### config.mk
export PLATFORM = sky130hd
export DESIGN_NAME = ffua_seq
export DESIGN_NICKNAME = d
export VERILOG_FILES = /design/src/hw/rtl/ffua_pkg.sv /design/src/hw/rtl/ffua_seq.sv
export SDC_FILE = /design/constraint.sdc
export NUM_CORES = 1
export LEC_CHECK = 0
export BUFFER_PORTS_ARGS = -buffer_cell sky130_fd_sc_hd__buf_2
export CAP_MARGIN = 15
export CELL_PAD_IN_SITES_DETAIL_PLACEMENT = 0
export CELL_PAD_IN_SITES_GLOBAL_PLACEMENT = 1
export CORE_AREA = 2 2 128 117
export CTS_CLUSTER_SIZE = 30
export DETAILED_ROUTE_END_ITERATION = 8
export DIE_AREA = 0 0 130 119
export PLACE_DENSITY = 0.84
export SLEW_MARGIN = 40
export SYNTH_ARGS = -nofsm -noshare
export SYNTH_HDL_FRONTEND = slang
export SYNTH_SLANG_ARGS = --single-unit
### constraint.sdc
create_clock -name clk -period 8 [get_ports clk]
set_input_delay 0.4 -clock clk [delete_from_list [all_inputs] [get_ports clk]]
set_output_delay 0.4 -clock clk [all_outputs]
set_load 0.01 [all_outputs]
### src/hw/rtl/ffua_pkg.sv
// ----------------------------------------------------------------------------
// ffua_pkg
// Shared widths, opcodes and the owner RAM write bundle for the allocator.
// ----------------------------------------------------------------------------
package ffua_pkg;

  localparam int SIZE_W  = 11;
  localparam int OWNER_W = 10;
  localparam int START_W = 10;
  localparam int FREED_W = 11;
  localparam int REG_W   = 11;

  localparam logic [REG_W-1:0] UNITS_RESET = 11'd1024;

  localparam logic OP_ALLOC = 1'b0;
  localparam logic OP_FREE  = 1'b1;

  typedef struct packed {
    logic               we;
    logic [OWNER_W-1:0] data;
  } ram_wr_t;

endpackage

### src/hw/rtl/ffua_seq.sv
// ----------------------------------------------------------------------------
// ffua_seq
// Request sequencer: clearing pass, owner map scan, run fill and result.
// ----------------------------------------------------------------------------
module ffua_seq #(
  parameter int unsigned POOL_UNITS = 1024,
  parameter int unsigned MAX_OWNER  = 1023,
  parameter int          AW         = 10,
  parameter int          LW         = 11
) (
  input  logic                             clk,
  input  logic                             rst,
  input  logic                             start,
  input  logic                             op,
  input  logic [ffua_pkg::SIZE_W-1:0]      request_size,
  input  logic [ffua_pkg::OWNER_W-1:0]     owner_id,
  input  logic [LW-1:0]                    limit,
  output logic                             busy,
  output logic                             done,
  output logic                             success,
  output logic [ffua_pkg::START_W-1:0]     start_unit,
  output logic [ffua_pkg::FREED_W-1:0]     freed_units,
  output logic [AW-1:0]                    ram_raddr,
  input  logic [ffua_pkg::OWNER_W-1:0]     ram_rdata,
  output logic [AW-1:0]                    ram_waddr,
  output ffua_pkg::ram_wr_t                ram_wr
);

  localparam int CW = (LW > ffua_pkg::SIZE_W) ? LW : ffua_pkg::SIZE_W;

  typedef enum logic [2:0] {
    S_CLEAR,
    S_IDLE,
    S_SCAN,
    S_FILL,
    S_REPORT
  } state_t;

  state_t                         state;
  logic [LW-1:0]                  ptr;
  logic                           dvalid;
  logic [AW-1:0]                  didx;
  logic                           op_q;
  logic [ffua_pkg::SIZE_W-1:0]    size_q;
  logic [ffua_pkg::OWNER_W-1:0]   id_q;
  logic [LW-1:0]                  lim_q;
  logic [LW-1:0]                  run;
  logic [AW-1:0]                  run_start;
  logic [LW-1:0]                  cnt;
  logic [AW-1:0]                  wptr;

  logic issue;
  logic unit_free;
  logic run_hit;
  logic id_ok;

  assign busy      = (state != S_IDLE);
  assign issue     = (state == S_SCAN) && (ptr < lim_q);
  assign ram_raddr = ptr[AW-1:0];
  assign unit_free = (ram_rdata == '0);
  assign run_hit   = ((CW'(run) + CW'(1)) == CW'(size_q));
  assign id_ok     = (owner_id != '0) && (32'(owner_id) <= 32'(MAX_OWNER));

  always_comb begin
    ram_wr    = '0;
    ram_waddr = ptr[AW-1:0];
    unique case (state)
      S_CLEAR: begin
        ram_wr.we = 1'b1;
      end
      S_SCAN: begin
        // free: drop ownership of the unit read back last cycle
        ram_waddr = didx;
        ram_wr.we = (op_q == ffua_pkg::OP_FREE) && dvalid && (ram_rdata == id_q);
      end
      S_FILL: begin
        ram_waddr    = wptr;
        ram_wr.we    = 1'b1;
        ram_wr.data  = id_q;
      end
      default: begin
      end
    endcase
  end

  always_ff @(posedge clk) begin
    if (rst) begin
      state  <= S_CLEAR;
      ptr    <= '0;
      dvalid <= 1'b0;
      done   <= 1'b0;
    end else begin
      done <= 1'b0;
      unique case (state)
        S_CLEAR: begin
          ptr <= ptr + LW'(1);
          if (ptr == LW'(POOL_UNITS - 1)) begin
            state <= S_IDLE;
          end
        end
        S_IDLE: begin
          if (start) begin
            op_q   <= op;
            size_q <= request_size;
            id_q   <= owner_id;
            lim_q  <= (op == ffua_pkg::OP_FREE) ? LW'(POOL_UNITS) : limit;
            ptr    <= '0;
            dvalid <= 1'b0;
            run    <= '0;
            cnt    <= '0;
            if (!id_ok || (op == ffua_pkg::OP_ALLOC && request_size == '0)) begin
              success     <= (op == ffua_pkg::OP_FREE);
              start_unit  <= '0;
              freed_units <= '0;
              state       <= S_REPORT;
            end else begin
              state <= S_SCAN;
            end
          end
        end
        S_SCAN: begin
          dvalid <= issue;
          didx   <= ptr[AW-1:0];
          if (issue) begin
            ptr <= ptr + LW'(1);
          end
          if (op_q == ffua_pkg::OP_FREE) begin
            if (dvalid && ram_rdata == id_q) begin
              cnt <= cnt + LW'(1);
            end
            if (!issue && !dvalid) begin
              done        <= 1'b1;
              success     <= 1'b1;
              start_unit  <= '0;
              freed_units <= ffua_pkg::FREED_W'(cnt);
              state       <= S_IDLE;
            end
          end else begin
            if (dvalid) begin
              if (unit_free) begin
                run <= run + LW'(1);
                if (run == '0) begin
                  run_start <= didx;
                end
                if (run_hit) begin
                  wptr  <= (run == '0) ? didx : run_start;
                  cnt   <= LW'(size_q);
                  state <= S_FILL;
                end
              end else begin
                run <= '0;
              end
            end else if (!issue) begin
              done        <= 1'b1;
              success     <= 1'b0;
              start_unit  <= '0;
              freed_units <= '0;
              state       <= S_IDLE;
            end
          end
        end
        S_FILL: begin
          wptr <= wptr + AW'(1);
          cnt  <= cnt - LW'(1);
          if (run == LW'(1)) begin
            run_start <= wptr;
          end
          if (cnt == LW'(1)) begin
            done        <= 1'b1;
            success     <= 1'b1;
            start_unit  <= ffua_pkg::START_W'((run == LW'(1)) ? wptr : run_start);
            freed_units <= '0;
            state       <= S_IDLE;
          end
        end
        S_REPORT: begin
          done  <= 1'b1;
          state <= S_IDLE;
        end
        default: begin
          state <= S_IDLE;
        end
      endcase
    end
  end

endmodule

==> flow_metrics.tcl, run 1 <==
set metrics [dict create \
    ys_seq_area_share_pct 51.9 \
    max_freq_mhz 321 \
    multi_input_area_sq_um 3060 \
    drt_iter0_drc 502 \
    layout-drive-gt1-share_pct 20.7 \
    ir_worst_vdd_mv 0.143 \
    min_path_type "input pin to flop" \
    setup-violations-final 0 \
    io-pin-count 101 \
    yosys_warnings 0 \
    finalMaxSlewViolations 0 \
    syn_avg_cell_area_sq_um 10.6 \
    syn_nets 707 \
    netSwitchingFraction_pct 19.6 \
    start_util_pct 47.4 \
    maxCapViolations 0 \
    ys_seq_elements 123 \
    antenna_found_initial 0 \
    cts_sinks 123 \
    die_w_microns 130 \
    worst_setup_path_start_kind "flop" \
    ant_nets 0 \
    ys.flop_type "edfxtp_1" \
    syn-instance-count 643 \
    cts_resized 0 \
    place_inst 904 \
    clock_skew_ns 0.0142 \
    grtUsageTotal_pct 21.5 \
    wirelength_mm 15.8 \
    viasPerCell 5.47 \
    worst_slack_ns 4.88 \
    die_y_microns 119 \
    status "complete, no violations" \
    finalCritPeriodShare_pct 39.0 \
    stdcell_count 938 \
    arrival_ns 3.16 \
    p_seq_share_pct 47.1 \
    syn_area_sq_um 6800 \
    postCtsSetupBuffers 0 \
    grt_pass1_wl_mm 25.7 \
    p_int_mw 1.19 \
    wl_per_cell_microns 16.8 \
    synth_area_leader_cell "edfxtp_1" \
    nFillCells 1260 \
    clock_power_share_pct 50.6 \
    clk_latency_ns 0.42 \
    layout_commonest_cell "edfxtp_1" \
    ctsHoldBuffers 0 \
    end_kind "flop" \
    routabilityCongestion 0.830 \
    row_count 42 \
    drt_pass1_iterations 5 \
    netlist.area_leader.share_pct 47.2 \
    synthArstFlopShare_pct 0 \
    overflow 0 \
    cts_tree "built" \
    ys_types 54 \
    rsz0062_at_grt "false" \
    cp_max_fo 10 \
    crit_type "flop to flop" \
    cts_made_buffers 17 \
    regArea_sq_um 3540 \
    h-tree-depth 4 \
    port_buffers 100 \
    synth_edf_count 107 \
    via_count 5131 \
    clockBufferDepth 2 \
    layout_common_cells "edfxtp_1, buf_2, nor2_1, nand2_1, mux2i_1" \
    p_comb_share_pct 2.3 \
    post-route-drc-count 0 \
    worst_pin_slew_ns 0.809 \
    setup-tns-final_ns 0 \
    area_delta_synth_final_pct 18.4 \
    relSlewSlack_pct 45.9 \
    path_clk_slew_ns 0.05 \
    cts_root_buf "clkbuf_16" \
    power_density_nw_per_um2 183 \
    grt_max_degree 53 \
    switchingPower_mw 0.289 \
    crit_required_ns 8.05 \
    die_area_sq_um 15500 \
    final_nets 791 \
    grt_pass1_vias 4926 \
    period_needed_ns 3.12 \
    power.leakage_nw 3.36 \
    hold_viol 0 \
    diodes 0 \
    ys_top_cells_by_area "edfxtp_1, nor2_1, dfxtp_1" \
    place_hpwl_mm 11.3 \
    core_region_area_sq_um 14300 \
    pre_cts_slack_ns 4.87 \
]
critical path: stages, from the launching register on:
cell	delay, ns
edfxtp_1	0.50
ha_1	0.29
xnor2_1	0.25
xor2_1	0.19
o2111ai_1	0.12
and4b_1	0.30
nand2_1	0.06
or4_4	0.45
a211oi_4	0.58
kinds of logic (layout without fill, tap and decap cells):
group,Yosys count,after routing,synth area share (%)
simple gates,251,251,18.5
flops,123,123,51.9
compound gates,99,99,9.23
buf+inv,60,157,3.90
xor+xnor,58,58,8.09
mux,34,34,5.04
fa+ha+maj,18,18,3.31
layer usage:
| layer | global-route usage (%) | routed length (microns) | up-vias |
|---|---|---|---|
| li1 | - | - | 2494 |
| met1 | 31.6 | 7410 | 2411 |
| met2 | 31.0 | 6920 | 200 |
| met3 | 4.81 | 1090 | 26 |
| met4 | 8.00 | 341 | 0 |
| met5 | 0 | 0 | - |
sequential cells by signal, indices dropped and copies added (netlist names):
register,count
dvalid,1
didx,10
state,3
start_unit,10
cnt,11
freed_units,11
wptr,10
success,1
id_q,10
ptr,11
run,11
run_start,10
lim_q,11
op_q,1
done,1
size_q,11
area by class of cell:
cell class / instances / share of cell area (%)
sequential: 123 / 43.9
inverter: 17 / 0.792
multi-input combinational: 460 / 38.0
tap: 198 / 3.08
clock buffer: 24 / 5.98
timing repair buffer: 108 / 7.10
clock inverter: 8 / 1.13
cell usage after synthesis (3+ instances only):
master	n
ha_1	18
nor4_1	10
a21boi_0	4
a21o_1	5
a21oi_1	28
nor2b_1	14
xnor2_1	27
nand3_1	22
nand4_1	8
edfxtp_1	107
xor2_1	28
buf_4	10
a31oi_1	6
or4_1	4
dfxtp_1	16
and3_1	28
nand2_1	40
nor2_1	90
and2_1	7
nor3_1	6
o21ai_0	17
mux2i_1	32
a211oi_1	10
clkbuf_1	29
or2_2	3
inv_1	17
o22ai_1	11
o21a_1	4
nand2b_1	9
through the flow:
| step | hold slack [ns] | cell area (sq um) | power [mW] | utilization [%] |
|---|---|---|---|---|
| 6_report | 0.165 | 8050 | 1.48 | 56.1 |
| 5_1_grt | 0.162 | 8050 | 1.52 | 56.1 |
| 4_1_cts | 0.156 | 8030 | 1.49 | 56.0 |
| 3_5_place_dp | 0.539 | 7460 | 0.743 | 52.0 |
| 3_3_place_gp | 0.524 | 7400 | 0.742 | 51.6 |
| 2_1_floorplan | 0.485 | 6800 | 0.724 | - |
worst paths after layout:
check / start / endpoint / slack (ns) / cells past startpoint
worst max-delay path: run[0] / wptr[0] / 4.88 / 8
worst min-delay path: request_size[6] / size_q[6] / 0.17 / 1
worst max register to register: run[0] / wptr[0] / 4.88 / 8
worst min register to register: ptr[10] / ptr[10] / 0.57 / 1
power by group through the flow:
stage               clock, mW  combinational, mW  sequential, mW
floorplan                   0             0.0164           0.707
global placement            0             0.0331           0.709
detailed placement          0             0.0342           0.709
CTS                     0.756             0.0343           0.695
global route            0.783             0.0380           0.696
finish                  0.747             0.0343           0.696
Power figures use the tool's default switching activity.
==> run 2: changes to the inputs <==
--- a/config.mk
+++ b/config.mk
@@ -9,11 +9,11 @@
 export CAP_MARGIN = 15
 export CELL_PAD_IN_SITES_DETAIL_PLACEMENT = 0
 export CELL_PAD_IN_SITES_GLOBAL_PLACEMENT = 1
-export CORE_AREA = 2 2 128 117
+export CORE_AREA = 2 2 139 128
 export CTS_CLUSTER_SIZE = 30
 export DETAILED_ROUTE_END_ITERATION = 8
-export DIE_AREA = 0 0 130 119
-export PLACE_DENSITY = 0.84
+export DIE_AREA = 0 0 141 130
+export PLACE_DENSITY = 0.75
 export SLEW_MARGIN = 40
 export SYNTH_ARGS = -nofsm -noshare
 export SYNTH_HDL_FRONTEND = slang
==> constraint.sdc (replaced) <==
create_clock -name clk -period 2.8 [get_ports clk]
set_input_delay 0.14 -clock clk [delete_from_list [all_inputs] [get_ports clk]]
set_output_delay 0.14 -clock clk [all_outputs]
set_load 0.01 [all_outputs]
==> flow_metrics.tcl, run 2 (same netlist as run 1, synthesis figures left out) <==
set metrics [dict create \
    power_density_nw_per_um2 501 \
    crit_chain "ha_4, xnor2_2, xor2_1, o2111ai_1, and4b_1, nand2_1, or4_4, a211oi_4, buf_12" \
    path_depth 9 \
    clk_latency_ns 0.42 \
    routabilityCongestion 0.902 \
    r2r_end "wptr[9]" \
    finalMaxSlewViolations 0 \
    grt_pass1_wl_mm 25.9 \
    ir_worst_vdd_mv 0.464 \
    max_freq_mhz 375 \
    layout_commonest_cell "edfxtp_1" \
    place_hpwl_mm 11.9 \
    crit_buf_inv 1 \
    crit_path_start "run[0]" \
    wirelength_mm 16.1 \
    maxCapViolations 0 \
    relSlewSlack_pct 59.0 \
    worst_setup_path_start_kind "flop" \
    ant_nets 0 \
    cts_root_buf "clkbuf_16" \
    final_nets 832 \
    drt_pass1_iterations 5 \
    period_needed_ns 2.67 \
    start_util_pct 39.8 \
    clock_skew_ns 0.00673 \
    die_area_sq_um 18300 \
    path_delay_family "simple AND/OR/NAND/NOR gates" \
    max_stage_delay_ns 0.46 \
    crit_type "flop to flop" \
    grt_max_degree 35 \
    p_total_mw 4.27 \
    finalCritPeriodShare_pct 95.4 \
    hold_viol 0 \
    cts_made_buffers 17 \
    end_kind "flop" \
    cts_sinks 123 \
    area_delta_synth_final_pct 25.3 \
    die_y_microns 130 \
    cp_max_fo 10 \
    via_count 5212 \
    status "complete, no violations" \
    place_inst 941 \
    wl_per_cell_microns 16.1 \
    setup-tns-final_ns 0 \
    rr_worst_depth 9 \
    viasPerCell 5.23 \
    grt_pass1_vias 5061 \
    row_count 46 \
    drt_iter0_drc 451 \
    antenna_found_initial 0 \
    setup-violations-final 0 \
    port_buffers 100 \
    layout_common_cells "edfxtp_1, buf_2, nor2_1, nand2_1, mux2i_1" \
    grtUsageTotal_pct 18.1 \
    arrival_ns 2.80 \
    crit_required_ns 2.93 \
    die_w_microns 141 \
    worst_pin_slew_ns 0.614 \
    power.leakage_nw 3.57 \
    clockBufferDepth 2 \
    core_region_area_sq_um 17100 \
    slowest_stage "edfxtp_1" \
    layout-drive-gt1-share_pct 22.8 \
    post-route-drc-count 0 \
    reg2reg_from "run[0]" \
    path_clk_slew_ns 0.05 \
    reg2reg_slack_ns 0.13 \
    critPathCapture "wptr[9]" \
    min_path_type "input pin to flop" \
    cts_tree "built" \
    stdcell_count 997 \
    h-tree-depth 4 \
    overflow 0 \
    io-pin-count 101 \
    diodes 0 \
]
## run 2: area by class of cell
type,instances,area (sq um)
Timing Repair Buffer,149,963
Tap cell,216,270
Sequential cell,123,3530
Inverter,17,63.8
Clock buffer,18,429
Fill cell,1551,8570
Multi-Input combinational cell,460,3110
Clock inverter,14,154
## run 2: per-stage QoR
step	utilization [%]	cell area [sq um]	setup slack, ns	hold WS (ns)
finish	49.9	8520	0.130	0.0137
global route	49.9	8520	-0.0139	0.0132
CTS	49.4	8450	0.00200	0.000694
detailed placement	44.7	7640	0.0110	0.331
global placement	44.7	7640	0.0822	0.328
floorplan	-	6830	0.00472	0.239
## run 2: how the worst min path moves through the flow
stage | startpoint | end | slack (ns) | cells after the start
after CTS | limit[5] | lim_q[5] | 0.0007 | 2
after floorplan | owner_id[0] | id_q[0] | 0.24 | 0
after detailed placement | owner_id[7] | id_q[7] | 0.33 | 1
after global placement | owner_id[1] | id_q[1] | 0.33 | 1
final | limit[7] | lim_q[7] | 0.01 | 2
after global routing | limit[7] | lim_q[7] | 0.01 | 2
## run 2: where the power goes
part / internal, mW / switching (mW) / total [mW] / leakage, nW
Combinational: 0.0721 / 0.0554 / 0.127 / 2.14
Sequential: 1.98 / 0.00779 / 1.99 / 1.15
Clock: 1.38 / 0.776 / 2.16 / 0.282
## run 2: what timing repair did
action,4_1_cts,5_1_grt
setup endpoints to repair,0,43
resized for setup,0,11
hold buffers,23,0
buffers inserted,0,1
endpoints found under the hold margin,23,0
## run 2: layer usage
layer / wire length (microns) / global-route usage [%]
met1: 7780 / 25.6
met5: 0 / 0
met3: 1040 / 4.70
met4: 222 / 5.00
met2: 7050 / 27.8
==> run 3: changes to the inputs <==
--- a/config.mk
+++ b/config.mk
@@ -9,11 +9,11 @@
 export CAP_MARGIN = 15
 export CELL_PAD_IN_SITES_DETAIL_PLACEMENT = 0
 export CELL_PAD_IN_SITES_GLOBAL_PLACEMENT = 1
-export CORE_AREA = 2 2 139 128
+export CORE_AREA = 2 2 133 122
 export CTS_CLUSTER_SIZE = 30
 export DETAILED_ROUTE_END_ITERATION = 8
-export DIE_AREA = 0 0 141 130
-export PLACE_DENSITY = 0.75
+export DIE_AREA = 0 0 135 124
+export PLACE_DENSITY = 0.78
 export SLEW_MARGIN = 40
 export SYNTH_ARGS = -nofsm -noshare
 export SYNTH_HDL_FRONTEND = slang
==> constraint.sdc (replaced) <==
create_clock -name clk -period 2.7 [get_ports clk]
set_input_delay 0.135 -clock clk [delete_from_list [all_inputs] [get_ports clk]]
set_output_delay 0.135 -clock clk [all_outputs]
set_load 0.01 [all_outputs]
==> flow_metrics.tcl, run 3 (same netlist as run 1, synthesis figures left out) <==
set metrics [dict create \
    h-tree-depth 4 \
    clockBufferDepth 2 \
    die_area_sq_um 16700 \
    relSlewSlack_pct 60.4 \
    drt_pass1_iterations 5 \
    ant_nets 0 \
    hold_end "lim_q[1]" \
    io-pin-count 101 \
    port_buffers 100 \
    rsz0062_at_grt "true" \
    max_freq_mhz 371 \
    wl_per_cell_microns 16.6 \
    via_count 5270 \
    cp_max_fo 10 \
    die_w_microns 135 \
    p_total_mw 4.54 \
    wirelength_mm 16.4 \
    die_y_microns 124 \
    clk_latency_ns 0.42 \
    post-route-drc-count 0 \
    grt_pass1_vias 5078 \
    area_delta_synth_final_pct 26.4 \
    core_region_area_sq_um 15300 \
    cp_common_cell "nand2_1" \
    grtUsageTotal_pct 20.4 \
    crit_buf_inv 1 \
    regArea_sq_um 3530 \
    multi_input_area_sq_um 3100 \
    routabilityCongestion 0.919 \
    layout_commonest_cell "edfxtp_1" \
    place_hpwl_mm 11.8 \
    max_stage_delay_ns 0.57 \
    setup-violations-final 0 \
    diodes 0 \
    viasPerCell 5.31 \
    period_needed_ns 2.70 \
    reg2reg_from "run[1]" \
    worst_pin_slew_ns 0.588 \
    path_delay_family "simple AND/OR/NAND/NOR gates" \
    power_density_nw_per_um2 528 \
    hold_viol 0 \
    rr_worst_depth 9 \
    finalMaxSlewViolations 0 \
    reg2reg_slack_ns 0.003 \
    nFillCells 1315 \
    power.leakage_nw 3.63 \
    arrival_ns 2.82 \
    worst_setup_path_start_kind "flop" \
    layout-drive-gt1-share_pct 23.4 \
    cts_tree "built" \
    final_nets 841 \
    slowest_stage "or4_4" \
    status "complete, no violations" \
    post-route-util_pct 56.3 \
    min_path_type "input pin to flop" \
    row_count 43 \
    layout_common_cells "edfxtp_1, buf_2, nor2_1, nand2_1, mux2i_1" \
    cts_made_buffers 17 \
    clock_skew_ns 0.0128 \
    antenna_found_initial 0 \
    end_kind "flop" \
    path_clk_slew_ns 0.06 \
    crit_required_ns 2.82 \
    hold_start "limit[1]" \
    cts_root_buf "clkbuf_16" \
    drt_iter0_drc 606 \
    grt_pass1_wl_mm 26.4 \
    grt_max_degree 35 \
    maxCapViolations 0 \
    r2r_end "wptr[9]" \
    min_path_cells 2 \
    crit_type "flop to flop" \
    crit_chain "ha_2, nand2_1, nor3_2, xnor2_1, xor2_1, nand2_1, or4_4, a211oi_4, buf_12" \
    ir_worst_vdd_mv 0.420 \
    overflow 0 \
    cts_sinks 123 \
    start_util_pct 44.5 \
    finalCritPeriodShare_pct 99.9 \
]
run 3: cell types whose count changed in the layout (fill, tap and decap cells not counted), sizes merged:
| cell | before | now |
|---|---|---|
| clkinv | 9 | 8 |
| buf | 126 | 132 |
| dlygate4sd3 | 23 | 26 |
| bufinv | 3 | 4 |
run 3: metrics by stage:
step                      TNS [ns]  std cells  area (sq um)  hold WS (ns)  worst slack, ns
after floorplan                  0        643          6840         0.234          0.00842
after global placement           0        931          7650         0.323           0.0463
after detailed placement    -0.355        931          7650         0.325          -0.0358
after CTS                        0        990          8540       0.00148           0.0301
after global routing         -1.27        992          8600        0.0284           -0.104
final                            0        992          8600        0.0162          0.00342
run 3: timing repair:
item / CTS / global route
buffers inserted: 1 / 2
hold endpoints to repair: 26 / 0
hold buffers: 26 / 0
setup endpoints to repair: 10 / 28
resized for setup: 4 / 6
pin swaps: 1 / 1
run 3: worst max path at each step:
| stage | start | end | slack [ns] | depth (start not counted) |
|---|---|---|---|---|
| after global placement | run[0] | wptr[4] | 0.05 | 9 |
| final | run[1] | wptr[9] | 0.003 | 9 |
| after global routing | run[1] | wptr[9] | -0.10 | 9 |
| after detailed placement | run[0] | wptr[5] | -0.04 | 9 |
| after floorplan | run[0] | wptr[0] | 0.008 | 8 |
| after CTS | run[0] | wptr[9] | 0.03 | 10 |
run 3: layer usage:
layer  wire length, microns  vias to the layer above  part of all wire (%)  global-route usage [%]
met5                      0                        -                     0                       0
met2                   7260                      212                    44                    31.0
met1                   7930                     2441                    48                    28.7
li1                       -                     2601                     -                       -
met4                    145                        0                  0.88                    6.51
met3                   1110                       16                   6.8                    5.13
run 3: final cells by class:
type / instances / share of cell area, %
clock buffer: 18 / 4.99
multi-input combinational: 460 / 36.1
inverter: 17 / 0.742
sequential: 123 / 41.1
tap: 202 / 2.94
clock inverter: 14 / 2.07
timing repair buffer: 158 / 12.1
run 3: power by group:
group | internal, mW | total [mW] | leakage [nW] | switching (mW)
Clock | 1.53 | 2.34 | 0.297 | 0.815
Sequential | 2.05 | 2.06 | 1.15 | 0.00580
Combinational | 0.0796 | 0.141 | 2.19 | 0.0616
Total | 3.66 | 4.54 | 3.63 | 0.882
